## src/rtl/core/ite_pkg.sv

```systemverilog
package ite_pkg;

  localparam int Capacity = 32;
  localparam int CountW = $clog2(Capacity + 1);

  typedef enum logic [2:0] {
    OP_INSERT     = 3'd0,
    OP_FIND_OVL   = 3'd1,
    OP_FIND_AFTER = 3'd2,
    OP_NEXT       = 3'd3,
    OP_REMOVE     = 3'd4,
    OP_CLEAR      = 3'd5
  } op_e;

  typedef enum logic [1:0] {
    ST_OK      = 2'd0,
    ST_OVERLAP = 2'd1,
    ST_FULL    = 2'd2,
    ST_NONE    = 2'd3
  } status_e;

  typedef enum logic [1:0] {
    PH_IDLE = 2'b01,
    PH_EXEC = 2'b10
  } phase_e;

  typedef struct packed {
    logic [2:0]  op;
    logic [63:0] start_req;
    logic [63:0] size;
  } req_t;

  typedef struct packed {
    logic [1:0]  status;
    logic [63:0] entry_start;
    logic [63:0] entry_size;
  } rsp_t;

  typedef struct packed {
    logic        valid;
    logic [63:0] start;
    logic [63:0] len;
  } cell_data_t;

  typedef struct packed {
    logic        capture;
    logic [63:0] pt;
    logic [64:0] pt_end;
  } cell_cmp_t;

  typedef struct packed {
    logic        clear;
    logic        load;
    logic        from_left;
    logic        from_right;
    logic [63:0] new_start;
    logic [63:0] new_len;
  } cell_upd_t;

  typedef struct packed {
    logic ovl;
    logic ins;
    logic after;
    logic eq;
  } cell_flags_t;

  function automatic logic [Capacity-1:0] lowbit(input logic [Capacity-1:0] f);
    return f & (~f + Capacity'(1));
  endfunction

  function automatic logic [Capacity-1:0] from_bit(input logic [Capacity-1:0] lb);
    return ~(lb - Capacity'(1));
  endfunction

endpackage

```

## src/rtl/core/ite_cell.sv

```systemverilog
module ite_cell (
  input  logic                clk_i,
  input  logic                rst_ni,
  input  ite_pkg::cell_cmp_t  cmp_i,
  input  ite_pkg::cell_upd_t  upd_i,
  input  ite_pkg::cell_data_t left_i,
  input  ite_pkg::cell_data_t right_i,
  output ite_pkg::cell_data_t data_o,
  output ite_pkg::cell_flags_t flags_o
);

  logic                 valid_q, valid_d;
  logic [63:0]          start_q, start_d;
  logic [63:0]          len_q, len_d;
  ite_pkg::cell_flags_t flags_q, flags_d;
  logic [64:0]          end_w;

  assign end_w = {1'b0, start_q} + {1'b0, len_q};

  always_comb begin
    flags_d = flags_q;
    if (cmp_i.capture) begin
      flags_d.ovl   = valid_q && (cmp_i.pt_end > {1'b0, start_q}) && (end_w > {1'b0, cmp_i.pt});
      flags_d.ins   = valid_q && (cmp_i.pt_end <= {1'b0, start_q});
      flags_d.after = valid_q && (end_w > {1'b0, cmp_i.pt});
      flags_d.eq    = valid_q && (start_q == cmp_i.pt);
    end
  end

  always_comb begin
    valid_d = valid_q;
    start_d = start_q;
    len_d   = len_q;
    if (upd_i.clear) begin
      valid_d = 1'b0;
    end else if (upd_i.load) begin
      valid_d = 1'b1;
      start_d = upd_i.new_start;
      len_d   = upd_i.new_len;
    end else if (upd_i.from_left) begin
      valid_d = left_i.valid;
      start_d = left_i.start;
      len_d   = left_i.len;
    end else if (upd_i.from_right) begin
      valid_d = right_i.valid;
      start_d = right_i.start;
      len_d   = right_i.len;
    end
  end

  always_ff @(posedge clk_i or negedge rst_ni) begin
    if (!rst_ni) begin
      valid_q <= 1'b0;
      flags_q <= '0;
    end else begin
      valid_q <= valid_d;
      flags_q <= flags_d;
    end
  end

  always_ff @(posedge clk_i) begin
    start_q <= start_d;
    len_q   <= len_d;
  end

  assign data_o  = '{valid: valid_q, start: start_q, len: len_q};
  assign flags_o = flags_q;

endmodule
```

## config.mk

```make
export PLATFORM = sky130hd
export DESIGN_NAME = ite_cell
export DESIGN_NICKNAME = d
export VERILOG_FILES = /design/src/rtl/core/ite_pkg.sv /design/src/rtl/core/ite_cell.sv
export SDC_FILE = /design/constraint.sdc
export NUM_CORES = 1
export LEC_CHECK = 0
export BUFFER_PORTS_ARGS = -buffer_cell sky130_fd_sc_hd__buf_2
export CORE_AREA = 4 4 256 258
export DETAILED_ROUTE_END_ITERATION = 12
export DIE_AREA = 0 0 260 262
export PLACE_DENSITY_LB_ADDON = 0.15
export SKIP_CTS_REPAIR_TIMING = 1
export SYNTH_ARGS = -nofsm -noshare
export SYNTH_HDL_FRONTEND = slang
export SYNTH_SLANG_ARGS = --single-unit
```

## constraint.sdc

```tcl
create_clock -name clk_i -period 8.8 [get_ports clk_i]
set_input_delay 0 -clock clk_i [delete_from_list [all_inputs] [get_ports clk_i]]
set_output_delay 0 -clock clk_i [all_outputs]
set_load 0.01 [all_outputs]
```

==> After elaboration in Yosys (flattened, before gate mapping) <==
Index checks and enable logic that the tools add are counted.
Widths: inputs -> output; s select.
{ "classes": {"addsub": 1, "magnitude_cmp": 3, "eq_ne": 1, "muxes": 10, "bitwise_logic": 1, "reduce_logical": 8} }
{ "ops": {"columns": ["op", "count"], "rows": [
  ["$mux 64", 6],
  ["$gt 65x64->1", 2],
  ["$add 64x64->65", 1],
  ["$le 65x64->1", 1],
  ["$eq 64x64->1", 1],
  ["$logic_and 1x1->1", 5],
  ["$mux 1", 4],
  ["$reduce_bool 4->1", 1],
  ["$reduce_bool 3->1", 1],
  ["$reduce_and 2->1", 1],
  ["$not 1->1", 1]
]} }
{ "totals": {"regBits": 133, "in_bits": 522, "out_inout_bits": 133, "elab_cells": 31} }

==> Longest topological paths before layout <==
Gate-level depths: netlist of run 1.
{ "logic_depth": {"word_depth": 4, "depth_mapped": 23, "mapped_depth_nobuf": 23} }

==> Worst setup path before layout of run 1 <==
OpenSTA, ideal clock, no wires.
{ "synth_timing": {"path_kind": "in2reg", "start": "in upd_i[129] in the netlist's numbering", "end": "reg len_q[0] (enable)", "setup_time_ns": 0.617, "arrival_ns": 6.302, "required_ns": 8.183, "path_slack_ns": 1.881, "path_stages": 5, "path_buffers": 3, "cell_sequence": "clkbuf_1 > clkbuf_1 > buf_1 > nor3_1 > nor2_1"} }
{ "synth_between": {"elab_chain_len": 2} }
{ "synth_rtl": {"columns": ["element", "line_no", "text"], "rows": [
  ["from (decl)", "ite_cell.sv:5", "input ite_pkg::cell_upd_t upd_i,"],
  ["$reduce_bool 3->1 (no source line)", null, null],
  ["$reduce_and 2->1 (no source line)", null, null],
  ["to (signal assigned)", "ite_cell.sv:63", "len_q <= len_d;"],
  ["to (decl)", "ite_cell.sv:14", "logic [63:0] len_q, len_d;"]
]} }
No other way between the ends.
A chain may end at the register's enable or synchronous reset.

==> Worst setup path after layout of run 1 <==
{ "layout_timing": {"start": "reg start_q[0]", "end": "reg flags_q, in the netlist flags_o[3]"} }
{ "layout_between": {"elab_chain_len": 3, "elab_cells_between_ends": 5, "cone_classes": "add/sub (1); order compare (2); reduce/logical (2)"} }
{ "layout_rtl": {"columns": ["element", "line_no", "text"], "rows": [
  ["from (decl)", "ite_cell.sv:13", "logic [63:0] start_q, start_d;"],
  ["from (signal assigned)", "ite_cell.sv:62", "start_q <= start_d;"],
  ["$add 64x64->65 / $gt 65x64->1 (equally long branches)", "ite_cell.sv:18, ite_cell.sv:23", null],
  ["$gt 65x64->1 / $logic_and 1x1->1 (equally long branches)", "ite_cell.sv:23", "flags_d.ovl = valid_q && (cmp_i.pt_end > {1'b0, start_q}) && (end_w > {1'b0, cmp_i.pt});"],
  ["$logic_and 1x1->1 *", "ite_cell.sv:23", null],
  ["to (signal assigned)", "ite_cell.sv:57", "flags_q <= flags_d;"],
  ["to (decl)", "ite_cell.sv:15", "ite_pkg::cell_flags_t flags_q, flags_d;"]
]} }
Mark *: on every way between the ends. The rest lies on a longest branch, timed or not.

==> flow_summary.ini, run 1 <==
[outcome]
outcome = complete, but fails checks
violations = hold timing

[hold_path]
min_from = left_i[28]
hold_path_class = in2reg
min_path_cells = 3
holdPathEnd = len_q[28]

[synth]
synth_top_area_share_pct = 26.46
synth_sequential_area_ratio_pct = 27.32
synth_area_leader_cell = edfxtp_1
synth-async-reset-ratio_pct = 3.759
ys_ff_latch = 133
synthFlopType = edfxtp_1
syn_inst = 1679
syn-num-nets = 2394
ys_warn_count = 0
avgSynthCellArea_um2 = 8.653
synth_area_leaders = edfxtp_1 (26%), ha_1 (17%), mux2i_1 (8.9%)
synth.distinct_cells = 78
synth_enable_flop_cells = 128
synth_area_um2 = 14530

[route]
drt_pass1_iterations = 7
ant_nets = 0
via_per_inst = 4.694
wl_per_cell_um = 21.93
vias = 15910
initialDrtViolationCount = 815
wl_um = 74330
drcViolationCount = 0

[cells_and_area]
fin_area_um2 = 21580
regArea_um2 = 3969
area_delta_synth_final_pct = 48.56
multi_input_area_um2 = 9679
layout-drive-gt1-share_pct = 28.42
fill_cells = 6663
fin_cells = 3389
nets = 3235

[timing]
rsz0062_at_grt = no
finClkSkew_ps = 6.981
report.final.setup_viol = 0
fin_crit_ps = 5887
holdWs_ps = -66.01
tns_ps = 0
tightest_slew_ps = 982.8
drv_slew = 0
fmax_mhz = 169.9
layout_setup_ws_ps = 2913
relSlewSlack_pct = 34.48
finalCritPeriodShare_pct = 66.90
hold_viol = 2

[clock_network]
cts_max_path_buffers = 2
clk_latency_ps = 480
cts_tree = done
root_buffer = clkbuf_16
numCtsBuffers = 17
cts_sinks = 133
htreeDepth = 4
clkTransAtPathRegs_ps = 70

[floorplanning]
die_area_um2 = 68120
ios = 655
std_cell_rows = 92
die_h_um = 262
chipWidth_um = 260
core_area_um2 = 62970
initial_core_util_pct = 23.07

[placement]
gp_congestion = 0.9111
place_area_um2 = 18620
dpl.hpwl_um = 63600
dp_cells = 3110
place_ws_ps = 2979
port-buffer-count = 654

[critical_path]
rrSetupSlack_ps = 2910
worstPathArrival_ps = 6280
crit_buf_inv = 0
cp_max_fo = 4
start_kind = flip-flop
crit_family = compound AO/OA/AOI/OAI gates
max_stage_delay_ps = 440
crit_chain = ha_1 > fa_1 > a21o_1 > a2111oi_2 > o31a_2 > o31ai_4 > a41oi_2 > o21ai_2 > a221o_2 > a31oi_1 > xnor2_1 > ha_1 > nand4_1 > or3_1 > or3_1 > o221ai_1 > o21ai_0 > a31oi_1 > o21ba_1 > o32ai_2
critPathSlowestCell = edfxtp_1
worstReg2RegEnd = flags_o[3]
reg2regPathDepth = 20
r2r_start = start_q[0]
worstPathRequired_ps = 9190
end_kind = flip-flop
path_class = reg2reg

[power]
p_leak_nw = 10.71
powerDensity_nw_per_um2 = 151.0
pwr-share-clk_pct = 22.4
swShare_pct = 40.71
net-switching-power_mw = 1.327
p_int_mw = 1.932
p_seq_share_pct = 26.5
vdd_drop_max_uv = 117.7
power.share.combinational_pct = 51.2
p_total_mw = 3.259

[global_route]
grt_usage_pct = 20.34
grt_max_degree = 106
antenna_found_initial = 29
grt-ovfl-total = 0
grt_pass1_vias = 15070
grt_pass1_wl_um = 100500

[run]
max_cap_violations = 0
[placed cells by master, fill, tap and decap left out, types with 19 or more instances in the layout]
cell type      Yosys  final
buf_2              8    652
nand3_1           19     19
o21ai_0          172    172
xnor2_1           41     41
ha_1             192    192
inv_1            155    155
dlygate4sd3_1      0    237
edfxtp_1         128    128
a21oi_1          108    108
nand2_1          186    186
nor2_1            53     52
mux2i_1          129    129
nand4_1           50     50
a21o_1            89     89
xor2_1            56     56
[cell families after synthesis]
family                     count (synthesis)  synth area share (%)
DFF                                      133                 27.32
adders and majority gates                193                 16.67
xor gates and xnor gates                  97                 5.848
buffers and inverters                    230                 6.115
AOI/OAI and AO/OA                        512                 22.64
and+or+nand+nor                          383                 12.36
muxes                                    131                 9.043
[power groups by stage]
stage | Combinational, mW | Sequential [mW] | Clock, mW
4_1_cts | 1.57 | 0.868 | 0.760
3_3_place_gp | 1.57 | 0.874 | 0
5_1_grt | 1.86 | 0.874 | 0.783
6_report | 1.67 | 0.862 | 0.729
2_1_floorplan | 0.971 | 0.877 | 0
3_5_place_dp | 1.56 | 0.881 | 0
[stage by stage]
| stage | hold slack, ps | util (%) |
|---|---|---|
| finish | -66.01 | 34.28 |
| global route | 0.4489 | 34.25 |
| CTS | -700.7 | 30.47 |
| detailed placement | -151.4 | 29.57 |
| global placement | -152.5 | 29.57 |
| floorplan | -295.6 | - |
[metal layers]
layer	global-route usage, %	routed length [µm]	share of wire (%)	vias up
met5	0	97	0.13	-
met4	4.182	1046	1.4	18
met3	5.011	4911	6.6	64
met2	36.68	38000	51	514
met1	24.62	30280	41	7459
li1	-	-	-	7852
[worst max-delay path by stage]
stage / slack [ps] / startpoint / end / depth (start not counted)
after floorplan: 1880 / upd_i[129] / len_q[0] / 5
after global placement: 3010 / start_q[0] / flags_o[3] / 20
after detailed placement: 2980 / start_q[0] / flags_o[3] / 21
after CTS: 2950 / start_q[0] / flags_o[3] / 21
after global routing: 2590 / start_q[0] / flags_o[3] / 21
final: 2910 / start_q[0] / flags_o[3] / 20
[state kept, by name, indices dropped and copies added (netlist names)]
name,flops
valid_q,1
flags_o,4
start_q,64
len_q,64
[worst reg2reg max path, delay by kind of cell (launching register included)]
kind / cells / cell delay, ps
AOI/OAI and AO/OA: 13 / 3220
and+or+nand+nor: 3 / 1020
adders and majority gates: 3 / 980
DFF: 1 / 440
xor gates and xnor gates: 1 / 140
[cell usage after synthesis (8+ instances only)]
library cell,number
o21a_1,9
a31oi_1,10
ha_1,192
a21oi_1,108
and3_1,9
o21ai_0,172
nand4_1,50
edfxtp_1,128
nor4_1,15
o21bai_1,15
buf_2,8
a221oi_1,9
a21o_1,89
nand2_1,186
xor2_1,56
xnor2_1,41
nor2_1,53
o211ai_1,9
clkbuf_1,52
o22ai_1,17
nand2b_1,9
inv_1,155
mux2i_1,129
nor2b_1,11
nand3_1,19
buf_1,12
nor3_1,10
o21ai_1,14
[cell type report]
type                       instances  area share [%]
clock inverter                    14          0.6319
sequential                       133           18.39
inverter                         155           2.696
tap                              846           4.905
antenna                           10          0.1159
multi-input combinational       1316           44.85
timing repair buffer             897           26.42
clock buffer                      18           1.989
No activity file was read; power rests on OpenSTA's default activity.
==> inputs of run 2 (changes only) <==
--- a/config.mk
+++ b/config.mk
@@ -5,10 +5,11 @@
 export SDC_FILE = /design/constraint.sdc
 export NUM_CORES = 1
 export LEC_CHECK = 0
+export ABC_AREA = 1
 export BUFFER_PORTS_ARGS = -buffer_cell sky130_fd_sc_hd__buf_2
-export CORE_AREA = 4 4 256 258
+export CORE_AREA = 4 4 253 255
 export DETAILED_ROUTE_END_ITERATION = 12
-export DIE_AREA = 0 0 260 262
+export DIE_AREA = 0 0 257 259
 export PLACE_DENSITY_LB_ADDON = 0.15
 export SKIP_CTS_REPAIR_TIMING = 1
 export SYNTH_ARGS = -nofsm -noshare
==> constraint.sdc (replaced) <==
create_clock -name clk_i -period 5.06 [get_ports clk_i]
set_input_delay 0 -clock clk_i [delete_from_list [all_inputs] [get_ports clk_i]]
set_output_delay 0 -clock clk_i [all_outputs]
set_load 0.01 [all_outputs]
==> flow_summary.ini, run 2 <==
[outcome]
outcome = complete, but fails checks
violations = hold timing

[route]
top_layer = met5
wl_met2_um = 38270
wl_um = 77010
initialDrtViolationCount = 1120
drcViolationCount = 0
ant_nets = 0
m1WireLength_um = 33430
via_per_inst = 4.710
vias = 18370
dr_wl_met3_um = 4101
drt_pass1_iterations = 5
wl_per_cell_um = 19.75

[power]
p_leak_nw = 10.98
p_seq_share_pct = 25.3
swShare_pct = 42.57
net-switching-power_mw = 2.507
power.share.combinational_pct = 51.4
pwr-share-clk_pct = 23.3
vdd_drop_max_uv = 260.7
powerDensity_nw_per_um2 = 262.1
p_int_mw = 3.382

[critical_path]
crit_family = simple AND/OR/NAND/NOR gates
crit_path_frequent_cell = nand2_1
r2r_start = start_q[0]
crit_buf_inv = 3
worstPathArrival_ps = 4880
max_stage_delay_ps = 470
end_kind = flip-flop
worstPathRequired_ps = 5440
start_kind = flip-flop
critPathLaunch = start_q[0]
cp_max_fo = 5
critPathSlowestCell = edfxtp_1
path_class = reg2reg

[synth]
synth.distinct_cells = 54
synthFlopType = edfxtp_1
ys_warn_count = 0
avgSynthCellArea_um2 = 6.959
synth-async-reset-ratio_pct = 3.759
syn-num-nets = 2880
synth_area_leader_cell = edfxtp_1
syn_inst = 2165
synth_top_area_share_pct = 25.51
synth_area_leaders = edfxtp_1 (26%), ha_1 (16%), a21oi_1 (13%)
yosys.cell_count.top_type = nand2_1
synth_enable_flop_cells = 128
ys_ff_latch = 133
synth_area_um2 = 15070
synth_sequential_area_ratio_pct = 26.34
ys_top_cells_by_count = nand2_1 (456), a21oi_1 (380), nor2_1 (269)

[placement]
place_area_um2 = 19300
dpl.hpwl_um = 64660
port-buffer-count = 654
gp_congestion = 0.9392
place_ws_ps = 600.1
dp_cells = 3611

[cells_and_area]
final_common_cell = buf_2
multi_input_area_um2 = 9854
fin_cells = 3900
fill_cells = 6655
area_delta_synth_final_pct = 49.17
nets = 3763
fin_area_um2 = 22470
layout-drive-gt1-share_pct = 25.29
layout_common_cells = buf_2 (652), nand2_1 (456), a21oi_1 (380)
regArea_um2 = 3969

[timing]
fin_crit_ps = 4504
finClkSkew_ps = 12.98
finalCritPeriodShare_pct = 89.00
hold_viol = 3
tightest_slew_ps = 1098
rsz0062_at_grt = no
layout_setup_ws_ps = 556.5
fmax_mhz = 222.0
report.final.setup_viol = 0
holdWs_ps = -37.74
drv_slew = 0
tns_ps = 0
relSlewSlack_pct = 26.11

[clock_network]
cts_max_path_buffers = 2
root_buffer = clkbuf_16
numCtsBuffers = 17
cts_tree = done
clkTransAtPathRegs_ps = 70
clk_latency_ps = 480
cts_sinks = 133
htreeDepth = 4

[hold_path]
hold_path_class = in2reg
min_from = upd_i[64]

[floorplanning]
initial_core_util_pct = 24.46
chipWidth_um = 257
core_area_um2 = 61600
ios = 655
die_h_um = 259
die_area_um2 = 66560
std_cell_rows = 91

[global_route]
grt_pass1_wl_um = 109200
grt_max_degree = 130
grt_usage_pct = 21.66
antenna_found_initial = 10
grt_pass1_vias = 17250
grt-ovfl-total = 0

[run]
max_cap_violations = 0
-- run 2: routing by layer --
| metal | vias to the layer above | track usage (%) |
|---|---|---|
| met4 | 10 | 4.546 |
| met2 | 618 | 38.57 |
| met5 | - | 0 |
| met1 | 8542 | 27.37 |
| met3 | 83 | 4.058 |
| li1 | 9115 | - |
-- run 2: per-stage QoR --
stage               utilization (%)  hold slack (ps)  power [mW]
floorplan                         -           -295.6       3.216
global placement              31.33           -157.9       4.344
detailed placement            31.33           -157.8       4.341
CTS                           32.33           -716.4       5.777
global route                  36.48            1.192       6.370
finish                        36.48           -37.74       5.889
-- run 2: tightest hold or removal path, stage by stage --
cell and delay, ps:
buf_2 100, nor2_1 90, a21oi_1 70
-- run 2: layout make-up --
class	instances	area share [%]
antenna	3	0.03341
clock buffer	17	1.893
clock inverter	14	0.8296
inverter	275	4.616
multi-input combinational	1700	43.85
sequential	133	17.66
tap	837	4.660
timing repair buffer	921	26.46
-- run 2: cells by family after synthesis --
logic type,after synthesis,share of synthesized area [%]
flops,133,26.34
compound gates,563,20.68
fa+ha+maj,193,16.08
buf+inv,332,8.297
xor+xnor,82,4.767
simple gates,862,23.84
-- run 2: final timing paths --
check / to / slack (ps) / depth (start not counted)
min in group asynchronous: flags_o[3] / 500 / 3
max reg2reg: flags_o[1] / 560 / 28
max: flags_o[1] / 560 / 28
max in group asynchronous: valid_q / 4310 / 3
min reg2reg: flags_o[2] / 490 / 2
min: start_q[0] / -40 / 3
-- run 2: power groups by stage --
stage          sequential [mW]  clock, mW  combinational (mW)
2_1_floorplan             1.52          0                1.70
3_3_place_gp              1.51          0                2.83
3_5_place_dp              1.52          0                2.83
4_1_cts                   1.49       1.44                2.85
5_1_grt                   1.51       1.47                3.40
6_report                  1.49       1.37                3.03
==> inputs of run 3 (changes only) <==
--- a/config.mk
+++ b/config.mk
@@ -5,11 +5,10 @@
 export SDC_FILE = /design/constraint.sdc
 export NUM_CORES = 1
 export LEC_CHECK = 0
-export ABC_AREA = 1
 export BUFFER_PORTS_ARGS = -buffer_cell sky130_fd_sc_hd__buf_2
-export CORE_AREA = 4 4 253 255
+export CORE_AREA = 4 4 256 258
 export DETAILED_ROUTE_END_ITERATION = 12
-export DIE_AREA = 0 0 257 259
+export DIE_AREA = 0 0 260 262
 export PLACE_DENSITY_LB_ADDON = 0.15
 export SKIP_CTS_REPAIR_TIMING = 1
 export SYNTH_ARGS = -nofsm -noshare
==> flow_summary.ini, run 3 (synthesis gave the netlist of run 1 again) <==
[outcome]
outcome = complete, but fails checks
violations = hold timing, setup timing

[timing]
report.final.setup_viol = 2
layout_setup_ws_ps = -276.0
finalCritPeriodShare_pct = 105.5
rsz0062_at_grt = yes
drv_slew = 0
tightest_slew_ps = 1132
fmax_mhz = 187.4
fin_crit_ps = 5336
finClkSkew_ps = 9.629
relSlewSlack_pct = 24.35
holdWs_ps = -43.37
hold_viol = 8

[critical_path]
critPathSlowestCell = a221o_2
crit_chain = ha_2 > fa_2 > a21o_1 > a2111oi_4 > o31a_2 > o31ai_4 > a41oi_2 > o21ai_2 > a221o_2 > a31oi_4 > buf_12 > o211a_1 > nor3_2 > ha_1 > nand4_1 > or3_4 > or3_4 > nor4_4 > o21ai_1 > a31oi_1 > o21ba_4 > o32ai_2
start_kind = flip-flop
crit_end = flags_o[3]
end_kind = flip-flop
cp_max_fo = 5
r2r_start = len_q[0]
crit_path_frequent_cell = or3_4
reg2regPathDepth = 22
rrSetupSlack_ps = -280
max_stage_delay_ps = 420
worstReg2RegEnd = flags_o[3]
worstPathRequired_ps = 5450
critPathLaunch = len_q[0]
path_class = reg2reg
worstPathArrival_ps = 5730

[cells_and_area]
fin_area_um2 = 23530
area_delta_synth_final_pct = 61.99
final_common_cell = buf_2
nets = 3471
layout_common_cells = buf_2 (652), buf_4 (243), dlygate4sd3_1 (233)
layout-drive-gt1-share_pct = 35.75
fill_cells = 6620

[clock_network]
clkTransAtPathRegs_ps = 60
numCtsBuffers = 17
clk_latency_ps = 480
cts_max_path_buffers = 2
htreeDepth = 4
cts_tree = done
cts_sinks = 133
root_buffer = clkbuf_16

[power]
power.share.combinational_pct = 56.8
p_int_mw = 3.631
vdd_drop_max_uv = 237.7
p_leak_nw = 11.90
powerDensity_nw_per_um2 = 258.5
p_seq_share_pct = 23.7
net-switching-power_mw = 2.453
p_total_mw = 6.084
pwr-share-clk_pct = 19.5
swShare_pct = 40.31

[floorplanning]
ios = 655
initial_core_util_pct = 23.07
std_cell_rows = 92
core_area_um2 = 62970
die_area_um2 = 68120
chipWidth_um = 260
die_h_um = 262

[route]
drcViolationCount = 0
wl_um = 75520
wl_per_cell_um = 20.83
ant_nets = 0
drt_pass1_iterations = 5
vias = 16720
initialDrtViolationCount = 768
via_per_inst = 4.613

[placement]
place_area_um2 = 20410
dpl.hpwl_um = 64370
place_ws_ps = -512.8
gp_congestion = 0.8930
port-buffer-count = 654

[global_route]
grt-ovfl-total = 0
grt_max_degree = 135
antenna_found_initial = 31
grt_pass1_wl_um = 102100
grt_usage_pct = 20.62
grt_pass1_vias = 16030

[run]
max_cap_violations = 0

[hold_path]
hold_path_class = in2reg
==> run 3: changes by cell type in the layout (fill, tap and decap cells not counted), sizes merged, moves of 20 or more <==
| cell | before | now |
|---|---|---|
| nand2 | 474 | 186 |
| a21oi | 388 | 111 |
| buf | 666 | 899 |
| nor2 | 278 | 53 |
| mux2i | 0 | 129 |
| inv | 274 | 157 |
| o21ai | 73 | 187 |
| a21o | 15 | 89 |
| nand4 | 27 | 50 |
| dlygate4sd3 | 255 | 233 |
| nand3 | 39 | 19 |
==> run 3: stage by stage <==
step           utilization [%]  std cells  TNS, ps  hold slack (ps)
6_report                 37.38       3625   -325.6           -43.37
5_1_grt                  37.34       3617   -772.2            2.855
4_1_cts                  33.26       3375   -826.8           -703.9
3_5_place_dp             32.41       3343   -829.6           -150.3
3_3_place_gp             32.41       3343   -619.1           -154.8
2_1_floorplan                -       1679        0           -295.6
==> run 3: power groups by stage <==
stage / sequential [mW] / clock, mW / combinational, mW
2_1_floorplan: 1.52 / 0 / 1.69
3_3_place_gp: 1.46 / 0 / 3.20
3_5_place_dp: 1.47 / 0 / 3.21
4_1_cts: 1.44 / 1.24 / 3.23
5_1_grt: 1.46 / 1.28 / 3.82
6_report: 1.44 / 1.19 / 3.45
==> run 3: worst min-delay path by stage <==
stage / from / to / slack, ps / cells past startpoint
2_1_floorplan: rst_ni / flags_o[0] / -300 / 0
3_3_place_gp: rst_ni / valid_q / -150 / 1
3_5_place_dp: rst_ni / valid_q / -150 / 1
4_1_cts: rst_ni / valid_q / -700 / 1
5_1_grt: cmp_i[128] / flags_o[0] / 3 / 4
6_report: right_i[106] / start_q[42] / -40 / 3
==> run 3: metal layers <==
layer | part of all wire, % | global-route usage, % | wire [µm]
met5 | 0.13 | 0 | 100
met4 | 2.5 | 6.086 | 1923
met3 | 6.9 | 5.204 | 5182
met2 | 50 | 36.62 | 37630
met1 | 41 | 24.63 | 30690
==> run 3: worst max-delay path, delay by kind of cell, from the launching register on <==
family | cells | cell delay, ps
adder cells (fa/ha/maj) | 3 | 870
buffers and inverters | 1 | 140
flip-flops | 1 | 400
AO/OA/AOI/OAI | 13 | 2610
AND/OR/NAND/NOR | 5 | 1200
==> run 3: area by class of cell <==
| class | instances | area (µm²) | area share [%] |
|---|---|---|---|
| Sequential cell | 133 | 3969 | 16.86 |
| Clock buffer | 17 | 425.4 | 1.808 |
| Timing Repair Buffer | 1133 | 7505 | 31.89 |
| Tap cell | 846 | 1059 | 4.498 |
| Inverter | 155 | 581.8 | 2.472 |
| Antenna cell | 10 | 25.02 | 0.1063 |
| Multi-Input combinational cell | 1316 | 9859 | 41.89 |
| Clock inverter | 15 | 110.1 | 0.4679 |
